## config.mk

```make
export PLATFORM = sky130hd
export DESIGN_NAME = wav_pcm16_parse_downmix
export DESIGN_NICKNAME = d
export VERILOG_FILES = /design/src/rtl/core/wpd_pkg.sv /design/src/rtl/core/wpd_div.sv /design/src/rtl/core/wpd_outq.sv /design/src/rtl/core/wpd_ctrl.sv /design/src/rtl/core/wpd_dp.sv /design/src/rtl/core/wav_pcm16_parse_downmix.sv
export VERILOG_INCLUDE_DIRS = /design/src /design/src/rtl/core
export SDC_FILE = /design/constraint.sdc
export NUM_CORES = 1
export LEC_CHECK = 0
export BUFFER_PORTS_ARGS = -buffer_cell sky130_fd_sc_hd__buf_2
export CORE_UTILIZATION = 50
export CTS_BUF_LIST = sky130_fd_sc_hd__clkbuf_8
export CTS_CLUSTER_DIAMETER = 80
export CTS_CLUSTER_SIZE = 14
export DETAILED_ROUTE_END_ITERATION = 16
export GPL_TIMING_DRIVEN = 0
export PLACE_DENSITY = 0.72
export SLEW_MARGIN = 10
export SYNTH_ARGS = -nofsm -noshare
export SYNTH_HDL_FRONTEND = slang
export SYNTH_SLANG_ARGS = --single-unit
```

## constraint.sdc

```tcl
create_clock -name clk -period 10.3 [get_ports clk]
set_input_delay 0.515 -clock clk [delete_from_list [all_inputs] [get_ports clk]]
set_output_delay 0.515 -clock clk [all_outputs]
set_load 0.01 [all_outputs]
```

## src/rtl/core/assert_macros.svh

```systemverilog
// Assertion helpers; clk and rst_n come from the enclosing module.
`ifndef ASSERT_MACROS_SVH
`define ASSERT_MACROS_SVH

`define ASSERT_IMPLY(lbl, a, b, msg) \
    lbl: assert property (@(posedge clk) disable iff (!rst_n) (a) |-> (b)) else $error(msg);

`define ASSERT_NEXT(lbl, a, b, msg) \
    lbl: assert property (@(posedge clk) disable iff (!rst_n) (a) |=> (b)) else $error(msg);

`endif

```

## src/rtl/core/wpd_pkg.sv

```systemverilog
package wpd_pkg;

    localparam int MAX_CHANNELS_DEF = 64;
    localparam int DIV_W = 32;

    localparam logic [31:0] TAG_RIFF = 32'h4646_4952;
    localparam logic [31:0] TAG_WAVE = 32'h4556_4157;
    localparam logic [31:0] TAG_FMT  = 32'h2074_6d66;
    localparam logic [31:0] TAG_DATA = 32'h6174_6164;

    localparam logic [1:0] KIND_SAMPLE = 2'd0;
    localparam logic [1:0] KIND_DONE   = 2'd1;
    localparam logic [1:0] KIND_ERROR  = 2'd2;

    localparam logic [4:0] ST_OK          = 5'd0;
    localparam logic [4:0] ERR_CANCEL     = 5'd1;
    localparam logic [4:0] ERR_HDR_SHORT  = 5'd2;
    localparam logic [4:0] ERR_HDR_BAD    = 5'd3;
    localparam logic [4:0] ERR_LEN_SHORT  = 5'd4;
    localparam logic [4:0] ERR_FMT_LEN    = 5'd5;
    localparam logic [4:0] ERR_FMT_SHORT  = 5'd6;
    localparam logic [4:0] ERR_NOT_PCM    = 5'd7;
    localparam logic [4:0] ERR_CHANNELS   = 5'd8;
    localparam logic [4:0] ERR_RATE       = 5'd9;
    localparam logic [4:0] ERR_BITS       = 5'd10;
    localparam logic [4:0] ERR_ALIGN      = 5'd11;
    localparam logic [4:0] ERR_NO_FMT_YET = 5'd12;
    localparam logic [4:0] ERR_DATA_FRAC  = 5'd13;
    localparam logic [4:0] ERR_DATA_SHORT = 5'd14;
    localparam logic [4:0] ERR_DATA_EMPTY = 5'd15;
    localparam logic [4:0] ERR_SKIP_LEN   = 5'd16;
    localparam logic [4:0] ERR_FMT_MISS   = 5'd17;
    localparam logic [4:0] ERR_DATA_MISS  = 5'd18;

    typedef enum logic [5:0] {
        PH_HEAD = 6'b000001,
        PH_TAG  = 6'b000010,
        PH_SIZE = 6'b000100,
        PH_FMT  = 6'b001000,
        PH_SKIP = 6'b010000,
        PH_DATA = 6'b100000
    } phase_t;

    typedef enum logic [3:0] {
        C_IDLE = 4'b0001,
        C_PRE  = 4'b0010,
        C_DIV  = 4'b0100,
        C_EXEC = 4'b1000
    } ctrl_state_t;

    typedef struct packed {
        logic latch;
        logic div_start;
        logic exec;
    } cmd_t;

    typedef struct packed {
        logic need_div;
        logic div_busy;
        logic q_empty;
    } sts_t;

    typedef struct packed {
        logic [1:0]         kind;
        logic signed [15:0] sample;
        logic [4:0]         code;
        logic [31:0]        rate;
        logic [6:0]         chans;
        logic [31:0]        frames;
        logic               last;
    } res_t;

endpackage

```

## src/rtl/core/wpd_div.sv

```systemverilog
module wpd_div
    import wpd_pkg::*;
(
    input  logic             clk,
    input  logic             rst_n,
    input  logic             start,
    input  logic [DIV_W-1:0] dividend,
    input  logic [7:0]       divisor,
    output logic             busy,
    output logic [DIV_W-1:0] quo,
    output logic [7:0]       rem
);

    localparam int CNT_W = $clog2(DIV_W + 1);

    logic [CNT_W-1:0] cnt_reg, cnt_next;
    logic [DIV_W-1:0] quo_reg, quo_next;
    logic [7:0]       rem_reg, rem_next;
    logic [7:0]       dsr_reg, dsr_next;
    logic [8:0]       trial;

    always_comb
    begin
        cnt_next = cnt_reg;
        quo_next = quo_reg;
        rem_next = rem_reg;
        dsr_next = dsr_reg;
        trial    = {rem_reg, quo_reg[DIV_W-1]};
        if (start)
        begin
            cnt_next = CNT_W'(DIV_W);
            quo_next = dividend;
            rem_next = '0;
            dsr_next = divisor;
        end
        else if (cnt_reg != '0)
        begin
            cnt_next = cnt_reg - 1'b1;
            if (trial >= {1'b0, dsr_reg})
            begin
                rem_next = 8'(trial - {1'b0, dsr_reg});
                quo_next = {quo_reg[DIV_W-2:0], 1'b1};
            end
            else
            begin
                rem_next = trial[7:0];
                quo_next = {quo_reg[DIV_W-2:0], 1'b0};
            end
        end
    end

    always_ff @(posedge clk or negedge rst_n)
    begin
        if (!rst_n)
            cnt_reg <= '0;
        else
            cnt_reg <= cnt_next;
    end

    always_ff @(posedge clk)
    begin
        quo_reg <= quo_next;
        rem_reg <= rem_next;
        dsr_reg <= dsr_next;
    end

    assign busy = (cnt_reg != '0);
    assign quo  = quo_reg;
    assign rem  = rem_reg;

endmodule

```

## src/rtl/core/wpd_outq.sv

```systemverilog
`include "assert_macros.svh"

module wpd_outq
    import wpd_pkg::*;
(
    input  logic               clk,
    input  logic               rst_n,
    input  logic               push0_v,
    input  logic               push1_v,
    input  res_t               res0,
    input  res_t               res1,
    output logic               q_empty,
    output logic               out_valid,
    input  logic               out_stall,
    output logic [1:0]         kind,
    output logic signed [15:0] mono_sample,
    output logic [4:0]         status_code,
    output logic [31:0]        rate_hz,
    output logic [6:0]         channels_in,
    output logic [31:0]        frames_total,
    output logic               last_result
);

    logic v0_reg, v1_reg;
    res_t s0_reg, s1_reg;
    logic pop;

    assign pop = v0_reg && !out_stall;

    always_ff @(posedge clk or negedge rst_n)
    begin
        if (!rst_n)
        begin
            v0_reg <= 1'b0;
            v1_reg <= 1'b0;
        end
        else if (push0_v)
        begin
            v0_reg <= 1'b1;
            v1_reg <= push1_v;
        end
        else if (pop)
        begin
            v0_reg <= v1_reg;
            v1_reg <= 1'b0;
        end
    end

    always_ff @(posedge clk)
    begin
        if (push0_v)
        begin
            s0_reg <= res0;
            s1_reg <= res1;
        end
        else if (pop)
            s0_reg <= s1_reg;
    end

    assign q_empty      = !v0_reg;
    assign out_valid    = v0_reg;
    assign kind         = s0_reg.kind;
    assign mono_sample  = s0_reg.sample;
    assign status_code  = s0_reg.code;
    assign rate_hz      = s0_reg.rate;
    assign channels_in  = s0_reg.chans;
    assign frames_total = s0_reg.frames;
    assign last_result  = s0_reg.last;

    `ASSERT_IMPLY(a_push_empty, push0_v, !v0_reg, "push into busy queue")
    `ASSERT_IMPLY(a_slot_order, v1_reg, v0_reg, "second slot valid without first")

endmodule

```

## src/rtl/core/wpd_ctrl.sv

```systemverilog
`include "assert_macros.svh"

module wpd_ctrl
    import wpd_pkg::*;
(
    input  logic clk,
    input  logic rst_n,
    input  logic in_valid,
    output logic in_stall,
    input  sts_t sts,
    output cmd_t cmd
);

    ctrl_state_t state_reg, state_next;

    always_comb
    begin
        state_next = state_reg;
        cmd        = '0;
        unique case (state_reg)
            C_IDLE:
            begin
                if (in_valid)
                begin
                    cmd.latch  = 1'b1;
                    state_next = C_PRE;
                end
            end
            C_PRE:
            begin
                if (sts.need_div)
                begin
                    cmd.div_start = 1'b1;
                    state_next    = C_DIV;
                end
                else
                    state_next = C_EXEC;
            end
            C_DIV:
            begin
                if (!sts.div_busy)
                    state_next = C_EXEC;
            end
            C_EXEC:
            begin
                if (sts.q_empty)
                begin
                    cmd.exec   = 1'b1;
                    state_next = C_IDLE;
                end
            end
            default: state_next = C_IDLE;
        endcase
    end

    always_ff @(posedge clk or negedge rst_n)
    begin
        if (!rst_n)
            state_reg <= C_IDLE;
        else
            state_reg <= state_next;
    end

    assign in_stall = (state_reg != C_IDLE);

    `ASSERT_NEXT(a_div_launch, cmd.div_start, sts.div_busy, "divider did not start")
    `ASSERT_IMPLY(a_div_state, sts.div_busy, state_reg == C_DIV, "divider busy outside wait")
    `ASSERT_NEXT(a_accept_pre, in_valid && !in_stall, state_reg == C_PRE, "beat not latched")

endmodule

```

## src/rtl/core/wpd_dp.sv

```systemverilog
module wpd_dp
    import wpd_pkg::*;
#(
    parameter int MAX_CHANNELS = MAX_CHANNELS_DEF
)
(
    input  logic             clk,
    input  logic             rst_n,
    input  cmd_t             cmd,
    input  logic [7:0]       stream_byte,
    input  logic             end_of_file,
    input  logic             cancel,
    output logic             need_div,
    output logic [DIV_W-1:0] div_dividend,
    output logic [7:0]       div_divisor,
    input  logic [DIV_W-1:0] div_quo,
    input  logic [7:0]       div_rem,
    output logic             push0_v,
    output logic             push1_v,
    output res_t             res0,
    output res_t             res1
);

    localparam int CH_W  = $clog2(MAX_CHANNELS + 1);
    localparam int SUM_W = 17 + $clog2(MAX_CHANNELS);

    logic [7:0] byte_reg;
    logic       eof_reg, cancel_reg;

    phase_t                   phase_reg, phase_next;
    logic [4:0]               fbi_reg, fbi_next;
    logic [31:0]              tag_reg, tag_next;
    logic [31:0]              len_reg, len_next;
    logic [32:0]              left_reg, left_next;
    logic [15:0]              code_reg, code_next;
    logic [15:0]              chan_reg, chan_next;
    logic [31:0]              rate_reg, rate_next;
    logic [15:0]              align_reg, align_next;
    logic [15:0]              bits_reg, bits_next;
    logic                     seen_reg, seen_next;
    logic signed [SUM_W-1:0]  sum_reg, sum_next;
    logic [CH_W-1:0]          chidx_reg, chidx_next;
    logic [7:0]               low_reg, low_next;
    logic [31:0]              frames_reg, frames_next;
    logic                     fin_reg, fin_next;
    logic                     riff_reg, riff_next;

    logic [15:0]             raw, v16;
    logic signed [SUM_W-1:0] sum_add;
    logic [SUM_W-1:0]        mag;
    logic [CH_W-1:0]         chidx_inc;
    logic                    frame_end, first_cancel;
    logic                    need_frame, need_chunk;
    logic [31:0]             len_full;

    logic        smp_v, term_v;
    logic [1:0]  term_kind;
    logic [4:0]  term_code;
    logic [15:0] smp;
    logic [3:0]  fi;
    logic [4:0]  chk;

    always_ff @(posedge clk)
    begin
        if (cmd.latch)
        begin
            byte_reg   <= stream_byte;
            eof_reg    <= end_of_file;
            cancel_reg <= cancel;
        end
    end

    assign raw          = {byte_reg, low_reg};
    assign v16          = (raw == 16'h8000) ? 16'h8001 : raw;
    assign sum_add      = sum_reg + {{(SUM_W-16){v16[15]}}, v16};
    assign mag          = sum_add[SUM_W-1] ? SUM_W'(-sum_add) : sum_add;
    assign chidx_inc    = chidx_reg + 1'b1;
    assign frame_end    = ({{(16-CH_W){1'b0}}, chidx_inc} >= chan_reg);
    assign first_cancel = (chidx_reg == '0) && (fbi_reg == 5'd0) && cancel_reg;
    assign len_full     = {byte_reg, len_reg[23:0]};

    assign need_frame = (phase_reg == PH_DATA) && !fin_reg && !first_cancel
                        && (fbi_reg == 5'd1) && frame_end;
    assign need_chunk = (phase_reg == PH_SIZE) && !fin_reg && (fbi_reg == 5'd3)
                        && (tag_reg == TAG_DATA) && seen_reg;
    assign need_div   = need_frame || need_chunk;

    assign div_dividend = need_chunk ? len_full
                                     : DIV_W'({mag, 1'b0}) + DIV_W'(chan_reg);
    assign div_divisor  = need_chunk ? align_reg[7:0] : {chan_reg[6:0], 1'b0};

    always_comb
    begin
        phase_next  = phase_reg;
        fbi_next    = fbi_reg;
        tag_next    = tag_reg;
        len_next    = len_reg;
        left_next   = left_reg;
        code_next   = code_reg;
        chan_next   = chan_reg;
        rate_next   = rate_reg;
        align_next  = align_reg;
        bits_next   = bits_reg;
        seen_next   = seen_reg;
        sum_next    = sum_reg;
        chidx_next  = chidx_reg;
        low_next    = low_reg;
        frames_next = frames_reg;
        fin_next    = fin_reg;
        riff_next   = riff_reg;
        smp_v       = 1'b0;
        term_v      = 1'b0;
        term_kind   = KIND_ERROR;
        term_code   = ST_OK;
        smp         = '0;
        fi          = fbi_reg[3:0];
        chk         = ST_OK;

        if (!fin_reg)
        begin
            unique case (phase_reg)
                PH_HEAD:
                begin
                    if (fbi_reg == 5'd0 && cancel_reg)
                    begin
                        term_v = 1'b1; term_code = ERR_CANCEL; fin_next = 1'b1;
                    end
                    else
                    begin
                        tag_next = {byte_reg, tag_reg[31:8]};
                        fbi_next = fbi_reg + 1'b1;
                        if (fbi_next == 5'd4)
                            riff_next = (tag_next == TAG_RIFF);
                        if (fbi_next == 5'd12)
                        begin
                            if (!riff_reg || tag_next != TAG_WAVE)
                            begin
                                term_v = 1'b1; term_code = ERR_HDR_BAD; fin_next = 1'b1;
                            end
                            else
                            begin
                                phase_next = PH_TAG;
                                fbi_next   = '0;
                            end
                        end
                    end
                end
                PH_TAG:
                begin
                    tag_next = {byte_reg, tag_reg[31:8]};
                    fbi_next = fbi_reg + 1'b1;
                    if (fbi_next >= 5'd4)
                    begin
                        phase_next = PH_SIZE;
                        fbi_next   = '0;
                        len_next   = '0;
                    end
                end
                PH_SIZE:
                begin
                    len_next[{fbi_reg[1:0], 3'b000} +: 8] = byte_reg;
                    fbi_next = fbi_reg + 1'b1;
                    if (fbi_next >= 5'd4)
                    begin
                        fbi_next = '0;
                        if (tag_reg == TAG_FMT)
                        begin
                            if (len_next < 32'd16)
                            begin
                                term_v = 1'b1; term_code = ERR_FMT_LEN; fin_next = 1'b1;
                            end
                            else
                            begin
                                code_next  = '0;
                                chan_next  = '0;
                                rate_next  = '0;
                                align_next = '0;
                                bits_next  = '0;
                                seen_next  = 1'b0;
                                phase_next = PH_FMT;
                            end
                        end
                        else if (tag_reg == TAG_DATA)
                        begin
                            if (!seen_reg)
                            begin
                                term_v = 1'b1; term_code = ERR_NO_FMT_YET; fin_next = 1'b1;
                            end
                            else if (align_reg == '0 || div_rem != '0)
                            begin
                                term_v = 1'b1; term_code = ERR_DATA_FRAC; fin_next = 1'b1;
                            end
                            else if (len_next == '0)
                            begin
                                term_v    = 1'b1;
                                term_code = cancel_reg ? ERR_CANCEL : ERR_DATA_EMPTY;
                                fin_next  = 1'b1;
                            end
                            else
                            begin
                                left_next   = {1'b0, len_next};
                                chidx_next  = '0;
                                sum_next    = '0;
                                frames_next = '0;
                                phase_next  = PH_DATA;
                            end
                        end
                        else
                        begin
                            if (len_next == 32'hFFFF_FFFF)
                            begin
                                term_v = 1'b1; term_code = ERR_SKIP_LEN; fin_next = 1'b1;
                            end
                            else
                            begin
                                left_next  = {1'b0, len_next} + 33'(len_next[0]);
                                phase_next = (left_next != '0) ? PH_SKIP : PH_TAG;
                            end
                        end
                    end
                end
                PH_FMT:
                begin
                    if (fi < 4'd2)
                        code_next[{fi[0], 3'b000} +: 8] = byte_reg;
                    else if (fi < 4'd4)
                        chan_next[{fi[0], 3'b000} +: 8] = byte_reg;
                    else if (fi < 4'd8)
                        rate_next[{fi[1:0], 3'b000} +: 8] = byte_reg;
                    else if (fi >= 4'd12 && fi < 4'd14)
                        align_next[{fi[0], 3'b000} +: 8] = byte_reg;
                    else if (fi >= 4'd14)
                        bits_next[{fi[0], 3'b000} +: 8] = byte_reg;
                    fbi_next = fbi_reg + 1'b1;
                    if (fbi_next >= 5'd16)
                    begin
                        if (code_next != 16'd1)
                            chk = ERR_NOT_PCM;
                        else if (chan_next == '0 || chan_next > 16'(MAX_CHANNELS))
                            chk = ERR_CHANNELS;
                        else if (rate_next == '0)
                            chk = ERR_RATE;
                        else if (bits_next != 16'd16)
                            chk = ERR_BITS;
                        else if (align_next != {chan_next[14:0], 1'b0})
                            chk = ERR_ALIGN;
                        if (chk != ST_OK)
                        begin
                            term_v = 1'b1; term_code = chk; fin_next = 1'b1;
                        end
                        else
                        begin
                            seen_next  = 1'b1;
                            fbi_next   = '0;
                            left_next  = {1'b0, len_reg - 32'd16} + 33'(len_reg[0]);
                            phase_next = (left_next != '0) ? PH_SKIP : PH_TAG;
                        end
                    end
                end
                PH_SKIP:
                begin
                    left_next = left_reg - 1'b1;
                    if (left_next == '0)
                    begin
                        phase_next = PH_TAG;
                        fbi_next   = '0;
                    end
                end
                PH_DATA:
                begin
                    if (first_cancel)
                    begin
                        term_v = 1'b1; term_code = ERR_CANCEL; fin_next = 1'b1;
                    end
                    else
                    begin
                        if (fbi_reg == 5'd0)
                        begin
                            low_next = byte_reg;
                            fbi_next = 5'd1;
                        end
                        else
                        begin
                            fbi_next   = '0;
                            chidx_next = chidx_inc;
                            sum_next   = sum_add;
                            if (frame_end)
                            begin
                                smp_v       = 1'b1;
                                smp         = sum_add[SUM_W-1] ? 16'(-div_quo[15:0])
                                                               : div_quo[15:0];
                                frames_next = frames_reg + 1'b1;
                                chidx_next  = '0;
                                sum_next    = '0;
                            end
                        end
                        left_next = left_reg - 1'b1;
                        if (left_next == '0)
                        begin
                            term_v   = 1'b1;
                            fin_next = 1'b1;
                            if (cancel_reg)
                                term_code = ERR_CANCEL;
                            else
                                term_kind = KIND_DONE;
                        end
                    end
                end
                default: ;
            endcase
        end

        if (eof_reg)
        begin
            if (!fin_next)
            begin
                term_v = 1'b1;
                unique case (phase_next)
                    PH_HEAD: term_code = ERR_HDR_SHORT;
                    PH_SIZE: term_code = ERR_LEN_SHORT;
                    PH_FMT:  term_code = ERR_FMT_SHORT;
                    PH_DATA: term_code = ERR_DATA_SHORT;
                    default: term_code = seen_next ? ERR_DATA_MISS : ERR_FMT_MISS;
                endcase
            end
            phase_next  = PH_HEAD;
            fbi_next    = '0;
            tag_next    = '0;
            len_next    = '0;
            left_next   = '0;
            code_next   = '0;
            chan_next   = '0;
            rate_next   = '0;
            align_next  = '0;
            bits_next   = '0;
            seen_next   = 1'b0;
            sum_next    = '0;
            chidx_next  = '0;
            low_next    = '0;
            frames_next = '0;
            fin_next    = 1'b0;
            riff_next   = 1'b0;
        end
    end

    always_comb
    begin
        res0 = '0;
        res1 = '0;
        res1.kind = term_kind;
        res1.last = 1'b1;
        if (term_kind == KIND_DONE)
        begin
            res1.rate   = rate_reg;
            res1.chans  = chan_reg[6:0];
            res1.frames = frames_reg + 32'(smp_v);
        end
        else
            res1.code = term_code;
        if (smp_v)
        begin
            res0.kind   = KIND_SAMPLE;
            res0.sample = smp;
        end
        else
            res0 = res1;
    end

    assign push0_v = cmd.exec && (smp_v || term_v);
    assign push1_v = cmd.exec && smp_v && term_v;

    always_ff @(posedge clk or negedge rst_n)
    begin
        if (!rst_n)
        begin
            phase_reg  <= PH_HEAD;
            fbi_reg    <= '0;
            tag_reg    <= '0;
            len_reg    <= '0;
            left_reg   <= '0;
            code_reg   <= '0;
            chan_reg   <= '0;
            rate_reg   <= '0;
            align_reg  <= '0;
            bits_reg   <= '0;
            seen_reg   <= 1'b0;
            sum_reg    <= '0;
            chidx_reg  <= '0;
            low_reg    <= '0;
            frames_reg <= '0;
            fin_reg    <= 1'b0;
            riff_reg   <= 1'b0;
        end
        else if (cmd.exec)
        begin
            phase_reg  <= phase_next;
            fbi_reg    <= fbi_next;
            tag_reg    <= tag_next;
            len_reg    <= len_next;
            left_reg   <= left_next;
            code_reg   <= code_next;
            chan_reg   <= chan_next;
            rate_reg   <= rate_next;
            align_reg  <= align_next;
            bits_reg   <= bits_next;
            seen_reg   <= seen_next;
            sum_reg    <= sum_next;
            chidx_reg  <= chidx_next;
            low_reg    <= low_next;
            frames_reg <= frames_next;
            fin_reg    <= fin_next;
            riff_reg   <= riff_next;
        end
    end

endmodule

```

## src/rtl/core/wav_pcm16_parse_downmix.sv

```systemverilog
// Byte-serial WAV parser: each input beat goes through latch, decode and
// update steps; a new beat is stalled until the last one is done. Beats
// that close a frame or a data chunk length also wait for the shared
// 32-step restoring divider. A result enters the output queue in the
// update step, which waits while the queue still holds earlier results.
// rst_n clears all control and parse state asynchronously; no clearing pass.
module wav_pcm16_parse_downmix
    import wpd_pkg::*;
#(
    parameter int MAX_CHANNELS = MAX_CHANNELS_DEF
)
(
    input  logic               clk,
    input  logic               rst_n,
    input  logic               in_valid,
    output logic               in_stall,
    input  logic [7:0]         stream_byte,
    input  logic               end_of_file,
    input  logic               cancel,
    output logic               out_valid,
    input  logic               out_stall,
    output logic [1:0]         kind,
    output logic signed [15:0] mono_sample,
    output logic [4:0]         status_code,
    output logic [31:0]        rate_hz,
    output logic [6:0]         channels_in,
    output logic [31:0]        frames_total,
    output logic               last_result
);

    cmd_t             cmd;
    sts_t             sts;
    logic             need_div, div_busy, q_empty;
    logic [DIV_W-1:0] div_dividend, div_quo;
    logic [7:0]       div_divisor, div_rem;
    logic             push0_v, push1_v;
    res_t             res0, res1;

    assign sts.need_div = need_div;
    assign sts.div_busy = div_busy;
    assign sts.q_empty  = q_empty;

    wpd_ctrl u_ctrl (
        .clk      (clk),
        .rst_n    (rst_n),
        .in_valid (in_valid),
        .in_stall (in_stall),
        .sts      (sts),
        .cmd      (cmd)
    );

    wpd_dp #(.MAX_CHANNELS(MAX_CHANNELS)) u_dp (
        .clk          (clk),
        .rst_n        (rst_n),
        .cmd          (cmd),
        .stream_byte  (stream_byte),
        .end_of_file  (end_of_file),
        .cancel       (cancel),
        .need_div     (need_div),
        .div_dividend (div_dividend),
        .div_divisor  (div_divisor),
        .div_quo      (div_quo),
        .div_rem      (div_rem),
        .push0_v      (push0_v),
        .push1_v      (push1_v),
        .res0         (res0),
        .res1         (res1)
    );

    wpd_div u_div (
        .clk      (clk),
        .rst_n    (rst_n),
        .start    (cmd.div_start),
        .dividend (div_dividend),
        .divisor  (div_divisor),
        .busy     (div_busy),
        .quo      (div_quo),
        .rem      (div_rem)
    );

    wpd_outq u_outq (
        .clk          (clk),
        .rst_n        (rst_n),
        .push0_v      (push0_v),
        .push1_v      (push1_v),
        .res0         (res0),
        .res1         (res1),
        .q_empty      (q_empty),
        .out_valid    (out_valid),
        .out_stall    (out_stall),
        .kind         (kind),
        .mono_sample  (mono_sample),
        .status_code  (status_code),
        .rate_hz      (rate_hz),
        .channels_in  (channels_in),
        .frames_total (frames_total),
        .last_result  (last_result)
    );

endmodule
```

# Word-level counts from Yosys, hierarchy flattened
# Index checks and enable logic that the tools add are counted.
dict set report totals {
  mem_count 0
  mem_bits_rw 0
  latchBits 0
  wordCells 445
  regBits 520
  out_inout_bits 97
  rom_bits 0
  input_bits 14
}
dict set report op_classes {
  muxes 258
  shift 4
  n_reduce_logical 60
  order_cmp 12
  bitwise 0
  add_sub_neg 16
  n_mul 0
  eq_ne 55
  div 0
}
# operator n
set ops {}
lappend ops {{two-way mux 32 bit} 30}
lappend ops {{two-way mux 16 bit} 38}
lappend ops {{two-way mux 33 bit} 12}
lappend ops {{two-way mux 23 bit} 12}
lappend ops {{case mux 32 bit (2 select lines)} 4}
lappend ops {{two-way mux 95 bit} 2}
lappend ops {{two-way mux 5 bit} 36}
lappend ops {{case mux 33 bit (4 select lines)} 1}
lappend ops {{case mux 16 bit (2 select lines)} 4}
lappend ops {{two-way mux 6 bit} 19}
lappend ops {{two-way mux 7 bit} 11}
lappend ops {{two-way mux 77 bit} 1}
lappend ops {{two-way mux 71 bit} 1}
lappend ops {{adder 32 x 1 -> 33 bit} 2}
lappend ops {{nonzero test 33 bit} 2}
lappend ops {{bitwise mux 16 bit} 4}
lappend ops {{bitwise mux 32 bit} 2}
lappend ops {{== test 32 x 31 -> 1 bit (second input constant)} 2}
lappend ops {{logical NOT 32 bit} 2}
lappend ops {{two-way mux 8 bit} 7}
lappend ops {{two-way mux 1 bit} 50}
lappend ops {{case mux 23 bit (2 select lines)} 1}
lappend ops {{case mux 5 bit (4 select lines)} 2}
lappend ops {{logical NOT 33 bit} 1}
lappend ops {{85 further kinds} 159}

# Longest topological paths before layout
dict set report logic_depth {
  word_depth 30
  depth_mapped 31
  mapped_depth_nobuf 27
}

# Cells and area by module
# A second synthesis with hierarchy kept.
dict set report hier_totals {
  cells_unflattened 3774
  hier_area_um2 34693.3
}
# mod n_inst area_per_inst_um2 cells_per_inst
set modules_own_cells {}
lappend modules_own_cells {wpd_dp 1 24735.0 3224}
lappend modules_own_cells {wpd_outq 1 6967.9 306}
lappend modules_own_cells {wpd_div 1 2730.1 221}
lappend modules_own_cells {wpd_ctrl 1 260.2 23}

# Worst setup path after synthesis
# OpenSTA, ideal clock, no wires.
dict set report synth_timing {
  kind {flip-flop to flip-flop}
  start {register u_dp.fbi_reg[0]}
  end {register u_outq.s0_reg (netlist bit u_outq.channels_in[0]), enable pin}
  path_buffers 8
  arrival_time_ps 8206
  t_required_ps 9738
  stages_incl_launch_ff 25
  path_slack_ps 1532
  period_less_slack_ps 8768
  path_cell_list {dfrtp_1 > buf_2 > clkbuf_1 > buf_1 > inv_1 > ha_1 > and4bb_1 > buf_2 > buf_1 > a22oi_1 > inv_1 > ha_1 > inv_1 > o32ai_1 > nand3_1 > or4_1 > clkbuf_1 > nor4_1 > o21a_1 > o21a_1 > nor4_1 > a211o_1 > clkbuf_1 > clkbuf_1 > o21ai_1}
}
dict set report synth_via {
  elab_chain_len 28
  elab_cells_between_ends 96
}
# element line
set synth_lines {}
lappend synth_lines {{from (decl)} wpd_dp.sv:31} ;# logic [4:0] fbi_reg, fbi_next;
lappend synth_lines {{from (signal assigned)} wpd_dp.sv:397} ;# fbi_reg <= fbi_next;
lappend synth_lines {{negator 4 -> 6 bit} n/a}
lappend synth_lines {{variable part select 8 x 6 -> 16 bit or variable shift 8 x 6 -> 16 bit (tied branches)} n/a}
lappend synth_lines {{bitwise mux 16 bit, on equally long branches} {wpd_dp.sv:231, wpd_dp.sv:233}}
lappend synth_lines {{two-way mux 16 bit, on equally long branches} {wpd_dp.sv:230, wpd_dp.sv:232}}
lappend synth_lines {{two-way mux 16 bit, on equally long branches} {wpd_dp.sv:228, wpd_dp.sv:230}}
lappend synth_lines {{two-way mux 16 bit, on equally long branches} {wpd_dp.sv:226, wpd_dp.sv:228}}
lappend synth_lines {{two-way mux 16 bit, on equally long branches} {wpd_dp.sv:224, wpd_dp.sv:226}}
lappend synth_lines {{two-way mux 16 bit, on equally long branches} {wpd_dp.sv:121, wpd_dp.sv:224}}
lappend synth_lines {{[... 12 more ...]} n/a}
lappend synth_lines {{two-way mux 1 bit} wpd_dp.sv:235} ;# if (fbi_next >= 5'd16)
lappend synth_lines {{case mux 1 bit (4 select lines)} wpd_dp.sv:121} ;# unique case (phase_reg)
lappend synth_lines {{two-way mux 1 bit} wpd_dp.sv:119} ;# if (!fin_reg)
lappend synth_lines {{two-way mux 1 bit} wpd_dp.sv:315} ;# if (!fin_next)
lappend synth_lines {{two-way mux 1 bit} wpd_dp.sv:313} ;# if (eof_reg)
lappend synth_lines {{logical OR 1 bit (*)} wpd_dp.sv:369} ;# assign push0_v = cmd.exec && (smp_v || term_v);
lappend synth_lines {{logical AND 1 bit (*)} wpd_dp.sv:369}
lappend synth_lines {{nonzero test 2 bit (no source line) (*)} n/a}
lappend synth_lines {{to (signal assigned)} wpd_outq.sv:53} ;# s0_reg <= res0;
lappend synth_lines {{to (signal assigned)} wpd_outq.sv:57} ;# s0_reg <= s1_reg;
lappend synth_lines {{to (decl)} wpd_outq.sv:25} ;# res_t s0_reg, s1_reg;
# Every way passes the cells marked *; elsewhere a longest branch is shown, timed or not. The select of a mux whose other input is x is not followed.
# A chain may end at the register's enable or synchronous reset.

# Final worst setup path
dict set report layout_timing {
  start {register u_dp.fbi_reg[0]}
  end {register u_outq.s0_reg (netlist bit u_outq.status_code[0]), data pin}
}
dict set report layout_via {
  elab_chain_len 30
  elab_cells_between_ends 149
}
# element line
set layout_lines {}
lappend layout_lines {{negator 4 -> 6 bit} n/a}
lappend layout_lines {{variable part select 8 x 6 -> 16 bit or variable shift 8 x 6 -> 16 bit (tied branches)} n/a}
lappend layout_lines {{bitwise mux 16 bit, on equally long branches} {wpd_dp.sv:231, wpd_dp.sv:233}}
lappend layout_lines {{two-way mux 16 bit, on equally long branches} {wpd_dp.sv:230, wpd_dp.sv:232}}
lappend layout_lines {{two-way mux 16 bit, on equally long branches} {wpd_dp.sv:228, wpd_dp.sv:230}}
lappend layout_lines {{two-way mux 16 bit, on equally long branches} {wpd_dp.sv:226, wpd_dp.sv:228}}
lappend layout_lines {{two-way mux 16 bit, on equally long branches} {wpd_dp.sv:224, wpd_dp.sv:226}}
lappend layout_lines {{two-way mux 16 bit, on equally long branches} {wpd_dp.sv:121, wpd_dp.sv:224}}
lappend layout_lines {{[... 14 more ...]} n/a}
lappend layout_lines {{two-way mux 6 bit or two-way mux 1 bit (tied branches)} wpd_dp.sv:119}
lappend layout_lines {{== test 6 bit (tied with other cells)} wpd_dp.sv:318} ;# unique case (phase_next)
lappend layout_lines {{case mux 5 bit (4 select lines)} wpd_dp.sv:318}
lappend layout_lines {{two-way mux 5 bit} wpd_dp.sv:315}
lappend layout_lines {{two-way mux 5 bit} wpd_dp.sv:313}
lappend layout_lines {{two-way mux 5 bit} wpd_dp.sv:352} ;# if (term_kind == KIND_DONE)
lappend layout_lines {{two-way mux 77 bit} wpd_dp.sv:360} ;# if (smp_v)
lappend layout_lines {{two-way mux 95 bit (*)} wpd_outq.sv:51} ;# if (push0_v)
# Marks and branches as above.

==> results.rst <==
.. list-table::
   :header-rows: 1

   * - Metric
     - Value
   * - Status
     - completed
   * - Number of buffers inserted to repair setup after CTS
     - 0
   * - Detailed Route Iter0 Violations
     - 3,588
   * - Count of TritonRoute iterations in the first routing pass
     - 7
   * - Parity-gate share of the synthesized area counting xor and xnor cells
     - 7.27%
   * - Hold Path Class
     - input pin to flip-flop
   * - R2r worst-path depth
     - 24
   * - Final worst path period share
     - 99.5%
   * - Pleak
     - 13.9 nW
   * - Clock Sinks
     - 520
   * - R2r setup slk
     - 0.05 ns
   * - Critical Path Stages
     - 24
   * - Skew-Pair Late Insertion Delay
     - 0.71 ns
   * - Placeable core area
     - 64,600 µm²
   * - Post-route cell area
     - 35,700 µm²
   * - Setup-failing EPs final
     - 0
   * - Multiplexer share of the synthesized area
     - 1.32%
   * - Critical Path, Cell by Cell
     - buf_2 -> clkbuf_1 -> buf_1 -> inv_1 -> ha_1 -> and4bb_1 -> buf_2 -> buf_1 -> a22oi_1 -> inv_1 -> ha_1 -> inv_1 -> o32ai_1 -> nand2_1 -> or4_1 -> nor4_1 -> o21a_1 -> o31ai_1 -> o211ai_1 -> xor2_1 -> o211ai_1 -> o41a_1 -> o21ai_1 -> o31ai_1
   * - Buffers from clock root to sink, at most
     - 3
   * - Count of mapped cells out of synthesis
     - 3,665
   * - Slowest stage cell on the critical path
     - sky130_fd_sc_hd__o32ai_1
   * - Hold path cells
     - 1
   * - GP Congestion
     - 1.05
   * - DRC
     - 0
   * - Clock period minus final worst setup slack
     - 10.25 ns
   * - Input/output buffers
     - 110
   * - Nets
     - 3,935
   * - Arithmetic-cell share of the synthesized area counting full adders, half adders and majority gates
     - about 2.9%
   * - GRT Resource Usage Total
     - 33.7%
   * - Area grow syn2layout
     - 8.94%
   * - Vertical die dimension
     - 258 µm
   * - Register area
     - 14,100 µm²
   * - Deepest level of the CTS H-tree
     - 2
   * - Largest family of logic cells by synthesized area
     - simple AND/OR/NAND/NOR gates
   * - Mean area per synthesized cell
     - 8.95 µm²
   * - Aggregate routed wire length
     - 114,000 µm
   * - Peak Freq
     - 97.5 MHz
   * - Via count of the first global-routing pass
     - 28,100
   * - Share of layout cells above drive strength 1
     - 7.00%
   * - Overall via count from detail_route
     - ~30,000
   * - Worst endpoint required time
     - between 10 and 15 ns
   * - Most repeated library cell on the critical path
     - sky130_fd_sc_hd__inv_1
   * - RR Startpoint
     - u_dp.fbi_reg[0]
   * - Die extent in x
     - 258 µm
   * - Synthesized net count
     - around 3,800
   * - Critical R2R Capture
     - u_outq.status_code[0]
   * - Core Rows
     - between 90 and 100
   * - Highest fanout seen on the critical path
     - 10
   * - Post-Syn Area
     - between 30,000 and 40,000 µm²
   * - Multi-input gate area
     - 17,400 µm²
   * - Main synth FF type
     - sky130_fd_sc_hd__dfrtp_1
   * - Kind of capture point of the worst setup path
     - flip-flop
   * - Remaining global-route overflow
     - 0
   * - Area of placed instances
     - about 35,000 µm²
   * - Half-perimeter wire length after detailed placement
     - ~88,000 µm
   * - Number of CTS-inserted buffers
     - 47
   * - Number of slew-limit violations in the final report
     - 0
   * - Number of max-capacitance violations reported
     - 0
   * - Transition time at the pin with the least slew margin
     - 1.30 ns
   * - Hold endpoint
     - u_dp.cancel_reg
   * - Number of storage elements in the synthesis netlist
     - 520
   * - Average wire length per cell after detail routing
     - 24.1 µm
   * - Fill cell total of the finished layout
     - 5,970
   * - Slowest cell delay on critical path
     - between 1 and 1.5 ns
   * - Post-synth EDFFs
     - 223
   * - CTS tree
     - built
   * - Buf/Inv on CP
     - 8
   * - Simple-gate share of the synthesized area
     - 22.5%
   * - Register clock-pin slew on the reported worst setup and hold paths
     - 0.10 ns
   * - Die ar.
     - 66,600 µm²
   * - Signal arrival time at the worst endpoint
     - between 10 and 15 ns
   * - Via-to-Cell Ratio
     - 6.33
   * - Pin count of the biggest net entering global routing
     - 88
   * - Startpoint kind of the worst setup timing path
     - flip-flop
   * - Number of flip-flops under the largest register name
     - just under 80
   * - First-pass GRT wire length
     - 172,000 µm
   * - Total count of hold-check failures in the final report
     - 0
   * - I/O Pins
     - 111
   * - RSZ-0062 raised after global routing
     - no
   * - Number of warning messages in the yosys log
     - 0
   * - Smallest hold slack
     - 0.0331 ns
   * - Worst VDD drop
     - 109 µV
   * - Initial cell density of the core
     - between 50 and 60%
   * - Final ANT Viol Nets
     - 0
   * - Yosys cell types
     - 95
   * - Type of the worst setup path
     - flip-flop to flip-flop
   * - Setup Skew
     - 0.0583 ns
   * - Root buffer selected by CTS
     - sky130_fd_sc_hd__clkbuf_8
   * - Cell area power density
     - approximately 170 nW/µm²
   * - Fraction of synthesis flops using an asynchronous set or reset pin
     - 55.6%
   * - Cell family contributing the most delay on the critical path
     - compound AO/OA/AOI/OAI gates
   * - Share of synthesized area occupied by flip-flops and latches
     - 43.0%
   * - Compound-cell area share of the yosys netlist
     - 19.0%
   * - Remaining max-slew budget at the tightest pin
     - 11.8%
   * - Source of the worst hold timing path
     - cancel
   * - Number of antenna violations at the first check in global routing
     - 4
==> power by group <==
part           switching, mW  total, mW  internal (mW)  leakage, nW
registers              0.121       2.39           2.27         5.84
clock network          0.777       1.26          0.482        0.540
logic                   1.71       2.52          0.813         7.52
total                   2.61       6.17           3.57         13.9
==> cells in the mapped netlist (all sizes together) (41+ instances only) <==
master,count,area [µm²]
nand2,484,1820
nor2,292,1100
dfrtp,287,7180
o21ai,257,1290
edfxtp,223,6700
clkbuf,216,811
xnor2,161,1410
a21oi,152,764
o31ai,147,1110
nor3,126,636
xor2,111,972
inv,86,323
nand3,84,425
a22o,78,683
ha,72,901
nor4,72,472
and2,52,325
nand4,51,319
nor2b,49,307
a31oi,45,282
or3,41,257
==> kinds of logic after synthesis <==
| family | count (synthesis) |
|---|---|
| XOR/XNOR | 272 |
| AO/OA/AOI/OAI | 935 |
| flip-flops | 520 |
| adder cells (fa/ha/maj) | 75 |
| AND/OR/NAND/NOR | 1476 |
| buffers and inverters | 344 |
| multiplexers | 43 |
==> area by class of cell <==
cell class	instances	share of cell area [%]
inverters	88	0.932
repair buffers	132	2.45
diodes	3	0.0210
plain buffers	256	2.79
flip-flops and latches	520	39.4
clock inverters	37	0.630
clock buffers	49	1.89
multi-input cells	2801	48.8
well taps	855	2.99
==> what timing repair did <==
item,in CTS,in global routing
endpoints found under the hold margin,71,0
endpoints found under the setup margin,29,0
gates resized for setup,1,0
hold buffers,9,0
==> stage by stage <==
| step | cells | util, % | setup slack (ns) | power, mW | setup TNS, ns |
|---|---|---|---|---|---|
| detailed placement | 4643 | 53.7 | -0.0514 | 4.85 | -1.38 |
| global placement | 4630 | 53.3 | -4.17 | 4.84 | -505.62 |
| global route | 4739 | 55.3 | 0.0404 | 6.43 | 0 |
| floorplan | 3665 | - | 1.53 | 4.01 | 0 |
| CTS | 4738 | 55.3 | 0.304 | 6.10 | 0 |
| finish | 4741 | 55.3 | 0.0483 | 6.17 | 0 |
==> layout by cell type, fill, tap and decap left out, types with 18 or more instances in the layout <==
| cell type | instances |
|---|---|
| sky130_fd_sc_hd__o21ai_0 | 228 |
| sky130_fd_sc_hd__xnor2_1 | 161 |
| sky130_fd_sc_hd__a21oi_1 | 151 |
| sky130_fd_sc_hd__nor3_1 | 124 |
| sky130_fd_sc_hd__dfrtp_1 | 287 |
| sky130_fd_sc_hd__or4_1 | 33 |
| sky130_fd_sc_hd__a32o_1 | 18 |
| sky130_fd_sc_hd__a22o_1 | 78 |
| sky130_fd_sc_hd__edfxtp_1 | 223 |
| sky130_fd_sc_hd__nor4b_1 | 18 |
| sky130_fd_sc_hd__a31oi_1 | 45 |
| sky130_fd_sc_hd__o21ai_1 | 28 |
| sky130_fd_sc_hd__inv_1 | 109 |
| sky130_fd_sc_hd__nand3_1 | 83 |
| sky130_fd_sc_hd__and2_1 | 52 |
| sky130_fd_sc_hd__buf_2 | 132 |
| sky130_fd_sc_hd__nand3b_1 | 21 |
| sky130_fd_sc_hd__ha_1 | 72 |
| sky130_fd_sc_hd__or2_2 | 20 |
| sky130_fd_sc_hd__nand4_1 | 51 |
| sky130_fd_sc_hd__clkbuf_1 | 215 |
| sky130_fd_sc_hd__a211oi_1 | 18 |
| sky130_fd_sc_hd__mux2i_1 | 40 |
| sky130_fd_sc_hd__nor2_1 | 291 |
| sky130_fd_sc_hd__o31ai_1 | 144 |
| sky130_fd_sc_hd__a21o_1 | 21 |
| sky130_fd_sc_hd__nand2b_1 | 34 |
| sky130_fd_sc_hd__and3_1 | 25 |
| sky130_fd_sc_hd__nand2_1 | 483 |
| sky130_fd_sc_hd__xor2_1 | 111 |
| sky130_fd_sc_hd__nor2b_1 | 49 |
| sky130_fd_sc_hd__o22ai_1 | 28 |
| sky130_fd_sc_hd__nor4_1 | 62 |
| sky130_fd_sc_hd__or3_1 | 41 |
| sky130_fd_sc_hd__clkbuf_8 | 49 |
==> routing by layer <==
metal,track usage [%],wire [µm]
met1,46.1,47900
met2,50.9,49600
met3,7.78,11000
met4,15.5,5730
met5,0,16
==> how the worst max path moves through the flow <==
stage / slack [ns] / from / end
after floorplan: 1.53 / u_dp.fbi_reg[0] / u_outq.channels_in[0]
after global placement: -4.17 / u_dp.fbi_reg[0] / u_outq.rate_hz[4]
after detailed placement: -0.05 / u_dp.fbi_reg[0] / u_outq.rate_hz[2]
after CTS: 0.30 / u_dp.fbi_reg[0] / u_outq.rate_hz[14]
after global routing: 0.04 / u_dp.fbi_reg[0] / u_outq.rate_hz[4]
final: 0.05 / u_dp.fbi_reg[0] / u_outq.status_code[0]
Power figures use the tool's default switching activity.
